`src/rtl/scrm_pkg.sv`:
```
package scrm_pkg;

  // Request opcodes
  localparam logic [1:0] OP_RX    = 2'd0;
  localparam logic [1:0] OP_WRITE = 2'd1;
  localparam logic [1:0] OP_START = 2'd2;
  localparam logic [1:0] OP_READ  = 2'd3;

  // Protocol characters
  localparam logic [7:0] CH_POLL   = 8'h52;  // 'R'
  localparam logic [7:0] CH_LISTEN = 8'h4C;  // 'L'
  localparam logic [7:0] CH_CAPT   = 8'h43;  // 'C'
  localparam logic [7:0] CH_DONE   = 8'h44;  // 'D'
  localparam logic [7:0] CH_OPEN   = 8'h7B;  // '{'
  localparam logic [7:0] CH_CLOSE  = 8'h7D;  // '}'

  // Width of the store position field
  localparam int POS_W = 5;

endpackage

```
`src/rtl/scrm_ram.sv`:
```
module scrm_ram #(
  parameter int WIDTH = 8,
  parameter int DEPTH = 32
) (
  input  logic                     clk,
  input  logic                     we,
  input  logic [$clog2(DEPTH)-1:0] waddr,
  input  logic [WIDTH-1:0]         wdata,
  input  logic [$clog2(DEPTH)-1:0] raddr,
  output logic [WIDTH-1:0]         rdata
);

  logic [WIDTH-1:0] mem [DEPTH];

  // Write one entry, read one entry (old data on a collision)
  always_ff @(posedge clk) begin
    if (we) begin
      mem[waddr] <= wdata;
    end
    rdata <= mem[raddr];
  end

endmodule

```
`src/rtl/spi_command_response_master_top.sv`:
```
// SPI command/response master, one byte-level event per request.
//
// Input channel (in_valid/in_ready): opcode selects receive byte, write
// command entry, start transaction or read response entry; data_byte and
// position carry the byte and the store entry.
// Result channel (out_valid/out_ready): one result per request with the
// byte to transmit, done and overflow flags, captured length, the read
// response byte and the phase after the request.
//
// A request is held in the input register, then its result is loaded into
// the result register. Throughput: one request per cycle while results are
// taken; command and response stores are registered-read RAMs, read ahead.
// When the receiver stalls, the finished result holds in the output
// register and one more request is taken into the input register; then
// in_ready drops until the result is taken.
// Reset (rst_n low, synchronous) returns to idle with pointer, count and
// flags cleared; store contents are left as they are.
module spi_command_response_master_top #(
  parameter int MSG_CAPACITY = 32
) (
  input  logic       clk,
  input  logic       rst_n,
  input  logic       in_valid,
  output logic       in_ready,
  input  logic [1:0] in_opcode,
  input  logic [7:0] in_data_byte,
  input  logic [4:0] in_position,
  output logic       out_valid,
  input  logic       out_ready,
  output logic       out_tx_valid,
  output logic [7:0] out_tx_byte,
  output logic       out_response_done,
  output logic [5:0] out_response_length,
  output logic [7:0] out_read_byte,
  output logic       out_overflow,
  output logic [2:0] out_phase
);

  import scrm_pkg::*;

  localparam int AW = $clog2(MSG_CAPACITY);
  localparam int CW = $clog2(MSG_CAPACITY + 1);

  typedef enum logic [2:0] {
    PH_IDLE    = 3'd0,
    PH_POLL    = 3'd1,
    PH_SEND    = 3'd2,
    PH_LISTEN  = 3'd3,
    PH_CAPTURE = 3'd4
  } phase_t;

  // Input register
  logic             in_v_r;
  logic [1:0]       op_r;
  logic [7:0]       data_r;
  logic [POS_W-1:0] pos_r;

  // State
  phase_t        state_r, state_nxt;
  logic [AW-1:0] sp_r, sp_nxt;
  logic [CW-1:0] cc_r, cc_nxt;
  logic          done_r, done_nxt;
  logic          ov_r, ov_nxt;

  // Result register
  logic       out_v_r;
  logic       tx_valid_r, tx_valid_nxt;
  logic [7:0] tx_byte_r, tx_byte_nxt;
  logic [7:0] read_byte_r, read_byte_nxt;
  logic       done_out_r;
  logic [5:0] len_out_r;
  logic       ov_out_r;
  logic [2:0] phase_out_r;

  // Store ports
  logic          cmd_we;
  logic [AW-1:0] cmd_waddr;
  logic [7:0]    cmd_rdata;
  logic          cmd_byp_r;
  logic [7:0]    cmd_byp_data_r;
  logic [7:0]    cmd_byte;
  logic          rsp_we;
  logic [AW-1:0] rsp_waddr;
  logic [7:0]    rsp_wdata;
  logic [AW-1:0] rsp_raddr;
  logic [7:0]    rsp_rdata;
  logic          rsp_byp_r;
  logic [7:0]    rsp_byp_data_r;
  logic [7:0]    rsp_byte;

  logic          proc;
  logic          in_acc;
  logic          pos_ok;
  logic [AW:0]   sp_inc;

  // Handshake: process when the result register is free or being emptied
  assign proc     = in_v_r && (!out_v_r || out_ready);
  assign in_ready = !in_v_r || proc;
  assign in_acc   = in_valid && in_ready;

  // Hold the accepted request
  always_ff @(posedge clk) begin
    if (!rst_n) begin
      in_v_r <= 1'b0;
    end else if (in_ready) begin
      in_v_r <= in_valid;
    end
    if (in_acc) begin
      op_r   <= in_opcode;
      data_r <= in_data_byte;
      pos_r  <= in_position;
    end
  end

  assign pos_ok    = 32'(pos_r) < 32'(MSG_CAPACITY);
  assign cmd_waddr = AW'(pos_r);
  assign sp_inc    = {1'b0, sp_r} + (AW + 1)'(1);

  // Forward a store write that collides with the prefetch read
  assign cmd_byte  = cmd_byp_r ? cmd_byp_data_r : cmd_rdata;
  assign rsp_byte  = rsp_byp_r ? rsp_byp_data_r : rsp_rdata;
  assign rsp_raddr = in_acc ? AW'(in_position) : AW'(pos_r);

  // Next state and result
  always_comb begin
    state_nxt     = state_r;
    sp_nxt        = sp_r;
    cc_nxt        = cc_r;
    done_nxt      = done_r;
    ov_nxt        = ov_r;
    tx_valid_nxt  = 1'b0;
    tx_byte_nxt   = 8'd0;
    read_byte_nxt = 8'd0;
    cmd_we        = 1'b0;
    rsp_we        = 1'b0;
    rsp_waddr     = AW'(cc_r);
    rsp_wdata     = data_r;
    if (proc) begin
      unique case (op_r)
        OP_RX: begin
          unique case (state_r)
            PH_POLL: begin
              tx_valid_nxt = 1'b1;
              tx_byte_nxt  = CH_POLL;
              if (data_r == CH_LISTEN) begin
                state_nxt = PH_SEND;
                sp_nxt    = '0;
              end
            end
            PH_SEND: begin
              tx_valid_nxt = 1'b1;
              tx_byte_nxt  = cmd_byte;
              sp_nxt = (sp_inc == (AW + 1)'(MSG_CAPACITY)) ? '0 : sp_inc[AW-1:0];
              if (cmd_byte == CH_CLOSE) begin
                state_nxt = PH_LISTEN;
              end
            end
            PH_LISTEN: begin
              tx_valid_nxt = 1'b1;
              if (data_r == CH_OPEN) begin
                state_nxt   = PH_CAPTURE;
                rsp_we      = 1'b1;
                rsp_waddr   = '0;
                rsp_wdata   = CH_OPEN;
                cc_nxt      = CW'(1);
                tx_byte_nxt = CH_CAPT;
              end else begin
                tx_byte_nxt = CH_LISTEN;
              end
            end
            PH_CAPTURE: begin
              tx_valid_nxt = 1'b1;
              // Store the byte, or drop it once the store is full
              if (cc_r < CW'(MSG_CAPACITY)) begin
                rsp_we = 1'b1;
                cc_nxt = cc_r + 1'b1;
              end else begin
                ov_nxt = 1'b1;
              end
              if (data_r == CH_CLOSE) begin
                state_nxt   = PH_IDLE;
                done_nxt    = 1'b1;
                tx_byte_nxt = CH_DONE;
              end else begin
                tx_byte_nxt = CH_CAPT;
              end
            end
            default: begin
            end
          endcase
        end
        OP_WRITE: begin
          cmd_we = pos_ok;
        end
        OP_START: begin
          state_nxt    = PH_POLL;
          sp_nxt       = '0;
          cc_nxt       = '0;
          done_nxt     = 1'b0;
          ov_nxt       = 1'b0;
          tx_valid_nxt = 1'b1;
          tx_byte_nxt  = CH_POLL;
        end
        OP_READ: begin
          if (pos_ok) begin
            read_byte_nxt = rsp_byte;
          end
        end
      endcase
    end
  end

  // Advance state and load the result register
  always_ff @(posedge clk) begin
    if (!rst_n) begin
      state_r <= PH_IDLE;
      sp_r    <= '0;
      cc_r    <= '0;
      done_r  <= 1'b0;
      ov_r    <= 1'b0;
      out_v_r <= 1'b0;
    end else begin
      state_r <= state_nxt;
      sp_r    <= sp_nxt;
      cc_r    <= cc_nxt;
      done_r  <= done_nxt;
      ov_r    <= ov_nxt;
      if (proc) begin
        out_v_r <= 1'b1;
      end else if (out_ready) begin
        out_v_r <= 1'b0;
      end
    end
    if (proc) begin
      tx_valid_r  <= tx_valid_nxt;
      tx_byte_r   <= tx_byte_nxt;
      read_byte_r <= read_byte_nxt;
      done_out_r  <= done_nxt;
      len_out_r   <= 6'(cc_nxt);
      ov_out_r    <= ov_nxt;
      phase_out_r <= state_nxt;
    end
  end

  // Capture collisions between a store write and the prefetch address
  always_ff @(posedge clk) begin
    cmd_byp_r      <= cmd_we && (cmd_waddr == sp_nxt);
    cmd_byp_data_r <= data_r;
    rsp_byp_r      <= rsp_we && (rsp_waddr == rsp_raddr);
    rsp_byp_data_r <= rsp_wdata;
  end

  // Command store: read ahead at the next send pointer
  scrm_ram #(
    .WIDTH (8),
    .DEPTH (MSG_CAPACITY)
  ) u_cmd_ram (
    .clk   (clk),
    .we    (cmd_we),
    .waddr (cmd_waddr),
    .wdata (data_r),
    .raddr (sp_nxt),
    .rdata (cmd_rdata)
  );

  // Response store: read at the position of the request being taken in
  scrm_ram #(
    .WIDTH (8),
    .DEPTH (MSG_CAPACITY)
  ) u_rsp_ram (
    .clk   (clk),
    .we    (rsp_we),
    .waddr (rsp_waddr),
    .wdata (rsp_wdata),
    .raddr (rsp_raddr),
    .rdata (rsp_rdata)
  );

  assign out_valid           = out_v_r;
  assign out_tx_valid        = tx_valid_r;
  assign out_tx_byte         = tx_byte_r;
  assign out_read_byte       = read_byte_r;
  assign out_response_done   = done_out_r;
  assign out_response_length = len_out_r;
  assign out_overflow        = ov_out_r;
  assign out_phase           = phase_out_r;

endmodule

```
`config.mk`:
```
export PLATFORM = sky130hd
export DESIGN_NAME = spi_command_response_master_top
export DESIGN_NICKNAME = d
export VERILOG_FILES = /design/src/rtl/scrm_pkg.sv /design/src/rtl/scrm_ram.sv /design/src/rtl/spi_command_response_master_top.sv
export SDC_FILE = /design/constraint.sdc
export NUM_CORES = 1
export LEC_CHECK = 0
export ABC_AREA = 1
export BUFFER_PORTS_ARGS = -buffer_cell sky130_fd_sc_hd__buf_4
export CAP_MARGIN = 10
export CORE_MARGIN = 2
export CORE_UTILIZATION = 49
export CTS_CLUSTER_SIZE = 24
export DETAILED_ROUTE_END_ITERATION = 10
export PLACE_DENSITY = 0.76
export SLEW_MARGIN = 5
export SYNTH_ARGS = -nofsm -noshare
export SYNTH_HDL_FRONTEND = slang
export SYNTH_SLANG_ARGS = --single-unit
```
`constraint.sdc`:
```
create_clock -name clk -period 3.22 [get_ports clk]
set_input_delay 0.161 -clock clk [delete_from_list [all_inputs] [get_ports clk]]
set_output_delay 0.161 -clock clk [all_outputs]
set_load 0.02 [all_outputs]
```
==> summary.txt, run 1 <==
ROUTING
-------------------------------------------------------------------------------------------
Total wire length ............................................................     63100 um
Vias after detailed routing ..................................................        17300
DRC ..........................................................................            0
Number of design-rule violations left by the first detailed-router iteration .         2322
First-pass DRT Iterations ....................................................            6
Post-detailed-route count of antenna-violating nets ..........................            0
Wirelength per Cell ..........................................................      21.1 um
Avg Vias per Cell ............................................................         5.79

CLOCKING
-------------------------------------------------------------------------------------------
Clock latency of the later-clocked register in the worst-skew pair ...........       640 ps
Clock tree from TritonCTS ....................................................         done
Number of buffers inserted for hold repair after clock tree synthesis ........           13
Clock transition at path regs ................................................        70 ps
Num CTS Buffers ..............................................................           57
# resized after CTS ..........................................................            0
H-tree depth .................................................................            2
Clock root buffer ............................................................ sky130_fd_sc_hd__clkbuf_16
Number of clock sinks seen by CTS ............................................          607
Number of setup buffers added after CTS ......................................            0
Deepest clock path buffer count ..............................................            3

STA
-------------------------------------------------------------------------------------------
Worst setup skew after layout ................................................      39.5 ps
Final period util ............................................................        91.4%
PnR worst setup slack ........................................................       277 ps
Worst slew margin ............................................................        22.3%
Actual slew at the worst max-slew pin ........................................      1160 ps
Fin Setup TNS ................................................................         0 ps
Endpoints failing hold .......................................................            0
Max Slew Vio Count ...........................................................            0
Final setup violating endpoints ..............................................            0
Unrepaired setup endpoints after global routing ..............................           no
Min Clock Period, post-route .................................................      2940 ps
Fmax achieved ................................................................      340 MHz

WORST SETUP PATH
-------------------------------------------------------------------------------------------
Endpoint of the worst-slack reg-to-reg timing path ........................... u_rsp_ram.mem[1][7]
Number of cells on the worst reg-to-reg path .................................           11
Largest fanout on the critical path ..........................................           11
Slowest CP cell .............................................................. sky130_fd_sc_hd__nor2_1
Max incr delay on CP .........................................................       530 ps
Worst reg-to-reg setup slack .................................................       280 ps
Crit path DAT ................................................................      3220 ps
Launch instance of the worst register-to-register path .......................    out_valid
Required time reported for the critical path endpoint ........................      3490 ps
Worst setup path startpoint ..................................................    out_valid
Critical Path End Type .......................................................    flip-flop
Worst Setup Start Kind .......................................................    flip-flop
Setup Crit Path Kind ......................................................... flip-flop to flip-flop
Chain of cells forming the critical path ..................................... nand2_2, nand2_2, nor2_4, nand2_4, inv_2, nand2_1, nand2_1, inv_1, nor3_1, inv_1, nor2_1

PLACEMENT
-------------------------------------------------------------------------------------------
Total cell area at the placement stage .......................................   26800 um^2
Total of buffers placed on input and output ports ............................           48
Global placer's final weighted congestion ....................................        0.915
Post-detail-place hpwl .......................................................     37600 um
Placement Setup Slack ........................................................       358 ps

SYNTHESIS
-------------------------------------------------------------------------------------------
Portion of synthesized cell area occupied by the leading cell type ...........        64.5%
Synthesized net count ........................................................         2220
Mean instance size in the synthesized netlist ................................    11.6 um^2
Fraction of registers with async set or reset after synthesis ................           0%
Distinct cell type count of the synthesized netlist ..........................           47
Yosys synthesis warning count ................................................            0
Proportion of synthesized chip area in sequential cells ......................        69.0%
Top cell type by total area after synthesis .................................. sky130_fd_sc_hd__edfxtp_1
Leading post-synthesis cells by instance count ............................... 550 x sky130_fd_sc_hd__edfxtp_1, 315 x sky130_fd_sc_hd__nand2_1, 293 x sky130_fd_sc_hd__nand3_1, 206 x sky130_fd_sc_hd__inv_1, 158 x sky130_fd_sc_hd__nor2_1
#FFs+latches synth ...........................................................          607
Leading post-synthesis cells by cell area .................................... sky130_fd_sc_hd__edfxtp_1 65%, sky130_fd_sc_hd__nand3_1 5.7%, sky130_fd_sc_hd__nand2_1 4.6%
Area of the mapped netlist ...................................................   25600 um^2
Number of enable-type register cells in the synthesized netlist ..............          550
Count of mapped cells out of synthesis .......................................         2199
Most frequent cell after synthesis ........................................... sky130_fd_sc_hd__edfxtp_1
Top flip-flop cell by instance count after synthesis ......................... sky130_fd_sc_hd__edfxtp_1

GLOBAL ROUTE
-------------------------------------------------------------------------------------------
Overall overflow remaining after global route ................................            0
Via count of the first global-routing pass ...................................        17300
Global-route wire length before repair .......................................     97400 um
Initial antenna violation count ..............................................            1
Maximum number of pins on one net before global-route repair .................          130
Global router's overall resource usage .......................................        23.5%

POWER AND IR DROP
-------------------------------------------------------------------------------------------
Standby leakage power ........................................................      10.5 nW
Worst IR Drop VDD ............................................................   0.000415 V
Total power divided by cell area .............................................  567 nW/um^2

FLOORPLAN
-------------------------------------------------------------------------------------------
Die extent in y ..............................................................       233 um
Horizontal die dimension .....................................................       233 um
Die ar. ......................................................................   54100 um^2
Placement Rows ...............................................................           83
Top-level I/O count ..........................................................           49
Initial cell density of the core .............................................        49.7%
Core region area .............................................................   51500 um^2

CELLS AND AREA
-------------------------------------------------------------------------------------------
Share of layout cells above drive strength 1 .................................        12.5%
Final cell area excluding filler cells .......................................   28900 um^2
Layout area overhead .........................................................        12.8%
Fin nets .....................................................................         2288
Footprint of the flip-flops and latches ......................................   17700 um^2
Final core occ ...............................................................        56.1%
Multi-input gate area ........................................................    6500 um^2
Fill cell instance count of the final layout .................................         4084

MIN PATH
-------------------------------------------------------------------------------------------
Hold wc startpoint ...........................................................     in_valid
End point of the most critical hold path .....................................       in_v_r
Worst hold stages ............................................................            3
Worst min-delay path class ................................................... input pin to flip-flop

RUN
-------------------------------------------------------------------------------------------
Max-cap viol count ...........................................................            0

OUTCOME
-------------------------------------------------------------------------------------------
Outcome ...................................................................... finished clean

power breakdown:
group          switching (mW)  leakage, nW  internal (mW)  total (mW)
clock network            2.92        0.930           3.81        6.73
registers              0.0396         5.44           8.66        8.70
logic                   0.679         4.17          0.254       0.933
cell type report:
class                   count  share of cell area, %
repair buffers            137                   3.98
clock buffers              71                   5.33
multi-input cells        1245                   22.5
inverters                 219                   2.86
clock inverters            36                   1.22
flip-flops and latches    607                   61.1
diodes                      1                0.00867
well taps                 680                   2.95
worst max-delay path, delay by kind of cell, from the launching register on:
kind                   cells  cell delay (ps)
buffers and inverters      3              400
AND/OR/NAND/NOR            8             1820
flip-flops                 1              340
state kept, by name, indices dropped and copies added (netlist names), 5 cells and up:
register             count
cc_r                     6
cmd_byp_data_r           8
cmd_waddr                5
data_r                   8
out_read_byte            8
out_response_length      6
out_tx_byte              8
rsp_byp_data_r           8
sp_r                     5
u_cmd_ram.mem          256
u_cmd_ram.rdata          8
u_rsp_ram.mem          256
u_rsp_ram.rdata          8
per-stage QoR:
| step | hold WS [ps] | std cells | power, mW |
|---|---|---|---|
| 2_1_floorplan | 259 | 2199 | 9.41 |
| 6_report | 67.8 | 2996 | 16.4 |
| 3_5_place_dp | 341 | 2875 | 9.77 |
| 4_1_cts | 40.3 | 2995 | 16.4 |
| 5_1_grt | 64.9 | 2995 | 16.8 |
| 3_3_place_gp | 343 | 2875 | 9.75 |
routing by layer:
layer,vias up,global-route usage (%),part of all wire (%)
li1,7882,-,-
met5,-,0,0.014
met1,8412,31.1,40
met3,143,6.73,11
met4,2,8.38,3.1
met2,894,37.3,46
cells in the final DEF, fill, tap and decap left out, types with 58 or more instances in the layout:
cell,Yosys,routed
sky130_fd_sc_hd__edfxtp_1,550,550
sky130_fd_sc_hd__nand3_1,293,293
sky130_fd_sc_hd__clkbuf_16,0,58
sky130_fd_sc_hd__nor2_1,158,158
sky130_fd_sc_hd__nand3b_1,104,104
sky130_fd_sc_hd__o21ai_0,104,104
sky130_fd_sc_hd__o211ai_1,105,105
sky130_fd_sc_hd__inv_1,206,205
sky130_fd_sc_hd__nand2_1,315,314
sky130_fd_sc_hd__buf_4,7,117
kinds of logic (layout without fill, tap and decap cells):
kind of cell	count (synthesis)	in the layout	synth area share (%)
buffers and inverters	347	463	5.81
and+or+nand+nor	953	953	17.9
DFF	607	607	69.0
other	0	1	0
adders and majority gates	2	2	0.0977
AOI/OAI and AO/OA	284	284	7.03
muxes	3	3	0.117
xor gates and xnor gates	3	3	0.103
how the worst max path moves through the flow:
stage / depth (start not counted) / slack (ps) / endpoint
6_report: 11 / 280 / u_rsp_ram.mem[1][7]
5_1_grt: 11 / 50 / u_rsp_ram.mem[1][0]
4_1_cts: 9 / 360 / u_rsp_ram.mem[1][0]
3_5_place_dp: 9 / 360 / u_rsp_ram.mem[3][7]
3_3_place_gp: 9 / 500 / u_rsp_ram.mem[3][5]
2_1_floorplan: 8 / 400 / u_rsp_ram.mem[24][0]
Power figures use the tool's default switching activity.
==> run 2: changes to the inputs <==
- RECOVER_POWER: default -> 50
==> run 2 against run 1 <==
The run now ends with max-capacitance violations, max-slew violations left. Highest routed layer unchanged. Power down 0.11%. Via count down 0.21%. Sequential share of layout area up 0.34 points. Clock power about the same. Largest power group unchanged. Largest cell class unchanged. First-iteration DRC count up 4.4%. Worst setup slack worse by 4.4 ps. Global-route usage unchanged. Register-to-register slack about the same. Critical path depth down 2.
==> summary.txt, run 2 (same netlist as run 1, synthesis figures left out) <==
CLOCKING
-------------------------------------------------------------------------------------------
Deepest clock path buffer count ..............................................            3
# resized after CTS ..........................................................            0
Clock root buffer ............................................................ sky130_fd_sc_hd__clkbuf_16
Clock latency of the later-clocked register in the worst-skew pair ...........       640 ps
Clock tree from TritonCTS ....................................................         done
H-tree depth .................................................................            2
Number of setup buffers added after CTS ......................................            0
Number of clock sinks seen by CTS ............................................          607
Number of buffers inserted for hold repair after clock tree synthesis ........           13
Num CTS Buffers ..............................................................           57
Clock transition at path regs ................................................        70 ps

WORST SETUP PATH
-------------------------------------------------------------------------------------------
Setup Crit Path Kind ......................................................... flip-flop to flip-flop
Required time reported for the critical path endpoint ........................      3490 ps
Max incr delay on CP .........................................................       530 ps
Largest fanout on the critical path ..........................................           11
Slowest CP cell .............................................................. sky130_fd_sc_hd__nor2_1
Worst Setup Start Kind .......................................................    flip-flop
Critical Path End Type .......................................................    flip-flop
Crit path DAT ................................................................      3220 ps
Buffers and inverters on the worst path ......................................            3
Cell type group with the largest total delay on the critical path ............ simple AND/OR/NAND/NOR gates
Chain of cells forming the critical path ..................................... nor2_4, nand2_4, inv_2, nand2_1, nand2_1, inv_1, nor3_1, inv_1, nor2_1

PLACEMENT
-------------------------------------------------------------------------------------------
Placement Setup Slack ........................................................       358 ps
Post-detail-place hpwl .......................................................     37600 um
Global placer's final weighted congestion ....................................        0.915
Total of buffers placed on input and output ports ............................           48
Dpl cells ....................................................................         2875

POWER AND IR DROP
-------------------------------------------------------------------------------------------
Relative contribution of sequential cells to total power .....................        53.3%
Standby leakage power ........................................................      10.4 nW
Net load switching power .....................................................      3.63 mW
Logic gate share of total power ..............................................         5.6%
Total power divided by cell area .............................................  569 nW/um^2
Fraction of power spent switching nets .......................................        22.2%
Worst IR Drop VDD ............................................................   0.000408 V
Clock network fraction of design power .......................................        41.1%
Internal portion of total power ..............................................      12.7 mW

STA
-------------------------------------------------------------------------------------------
Worst slew margin ............................................................       -33.2%
Worst hold-check slack .......................................................      61.2 ps
Unrepaired setup endpoints after global routing ..............................           no
Fmax achieved ................................................................      339 MHz
PnR worst setup slack ........................................................       272 ps
Fin Setup TNS ................................................................         0 ps
Actual slew at the worst max-slew pin ........................................      2000 ps
Worst setup skew after layout ................................................      37.7 ps
Final period util ............................................................        91.5%
Min Clock Period, post-route .................................................      2950 ps
Endpoints failing hold .......................................................            0
Max Slew Vio Count ...........................................................          472
Final setup violating endpoints ..............................................            0

ROUTING
-------------------------------------------------------------------------------------------
Total wire length ............................................................     63200 um
Vias after detailed routing ..................................................        17300
DRC ..........................................................................            0
Wirelength per Cell ..........................................................      21.1 um
Post-detailed-route count of antenna-violating nets ..........................            0
Number of design-rule violations left by the first detailed-router iteration .         2425
Avg Vias per Cell ............................................................         5.77
First-pass DRT Iterations ....................................................            6

CELLS AND AREA
-------------------------------------------------------------------------------------------
Final instance count without filler cells ....................................         2995
Layout area overhead .........................................................        12.1%
Most frequent cells in the layout ............................................ 550 x sky130_fd_sc_hd__edfxtp_1, 314 x sky130_fd_sc_hd__nand2_1, 294 x sky130_fd_sc_hd__nand3_1, 205 x sky130_fd_sc_hd__inv_1, 158 x sky130_fd_sc_hd__nor2_1
Share of layout cells above drive strength 1 .................................        10.8%
Largest registers ranked by flip-flop count .................................. u_cmd_ram.mem: 256 flops, u_rsp_ram.mem: 256 flops
Most frequent standard cell in the layout excluding fill and tap cells ....... sky130_fd_sc_hd__edfxtp_1
Fin nets .....................................................................         2288
# diodes .....................................................................            0

OUTCOME
-------------------------------------------------------------------------------------------
Violated checks .............................................................. max-capacitance violations, max-slew violations
Outcome ...................................................................... finished with violations

FLOORPLAN
-------------------------------------------------------------------------------------------
Core region area .............................................................   51500 um^2
Die extent in y ..............................................................       233 um
Placement Rows ...............................................................           83
Horizontal die dimension .....................................................       233 um
Top-level I/O count ..........................................................           49
Initial cell density of the core .............................................        49.7%
Die ar. ......................................................................   54100 um^2

GLOBAL ROUTE
-------------------------------------------------------------------------------------------
Maximum number of pins on one net before global-route repair .................          130
Via count of the first global-routing pass ...................................        17300
Initial antenna violation count ..............................................            1
Global router's overall resource usage .......................................        23.5%
Overall overflow remaining after global route ................................            0
Global-route wire length before repair .......................................     97400 um

RUN
-------------------------------------------------------------------------------------------
Max-cap viol count ...........................................................           10

MIN PATH
-------------------------------------------------------------------------------------------
Worst min-delay path class ................................................... input pin to flip-flop

-- run 2: changes by cell type in the layout (fill, tap and decap cells not counted), sizes merged --
cell / before / now
clkbuf: 71 / 121
diode: 1 / 0
buf: 124 / 74
-- run 2: power groups by stage --
stage	combinational (mW)	clock, mW	sequential [mW]
CTS	0.918	6.79	8.70
floorplan	0.508	0	8.90
global route	0.990	7.07	8.71
detailed placement	0.900	0	8.87
finish	0.912	6.72	8.71
global placement	0.885	0	8.87
-- run 2: worst register-to-register path: cells and delay by family, from the launching register on --
kind	cells	cell delay (ps)
simple gates	6	1680
flops	1	500
buf+inv	3	390
-- run 2: worst paths after layout --
path / cells past startpoint / endpoint / from / slack, ps
max: 9 / u_rsp_ram.mem[1][0] / op_r[0] / 270
min: 3 / in_v_r / in_valid / 60
max reg2reg: 9 / u_rsp_ram.mem[1][0] / op_r[0] / 270
min reg2reg: 2 / done_r / done_r / 520
-- run 2: through the flow --
stage / power [mW] / utilization [%] / cell area, um^2
after global routing: 16.8 / 55.7 / 28700
after detailed placement: 9.77 / 52.1 / 26800
after CTS: 16.4 / 56.1 / 28900
after floorplan: 9.41 / - / 25600
after global placement: 9.75 / 52.1 / 26800
final: 16.3 / 55.7 / 28700
-- run 2: area by class of cell --
class	count	area, um^2
clock buffer	71	1540
clock inverter	36	353
fill	4136	22800
inverter	219	826
multi-input combinational	1245	6490
sequential	607	17700
tap	680	851
timing repair buffer	137	996
-- run 2: per-layer routing --
metal	share of wire [%]	GRT usage [%]	vias to the layer above
met5	0.014	0	-
met4	3.0	8.38	2
met3	11	6.73	143
met2	46	37.3	912
met1	40	31.1	8359
li1	-	-	7880
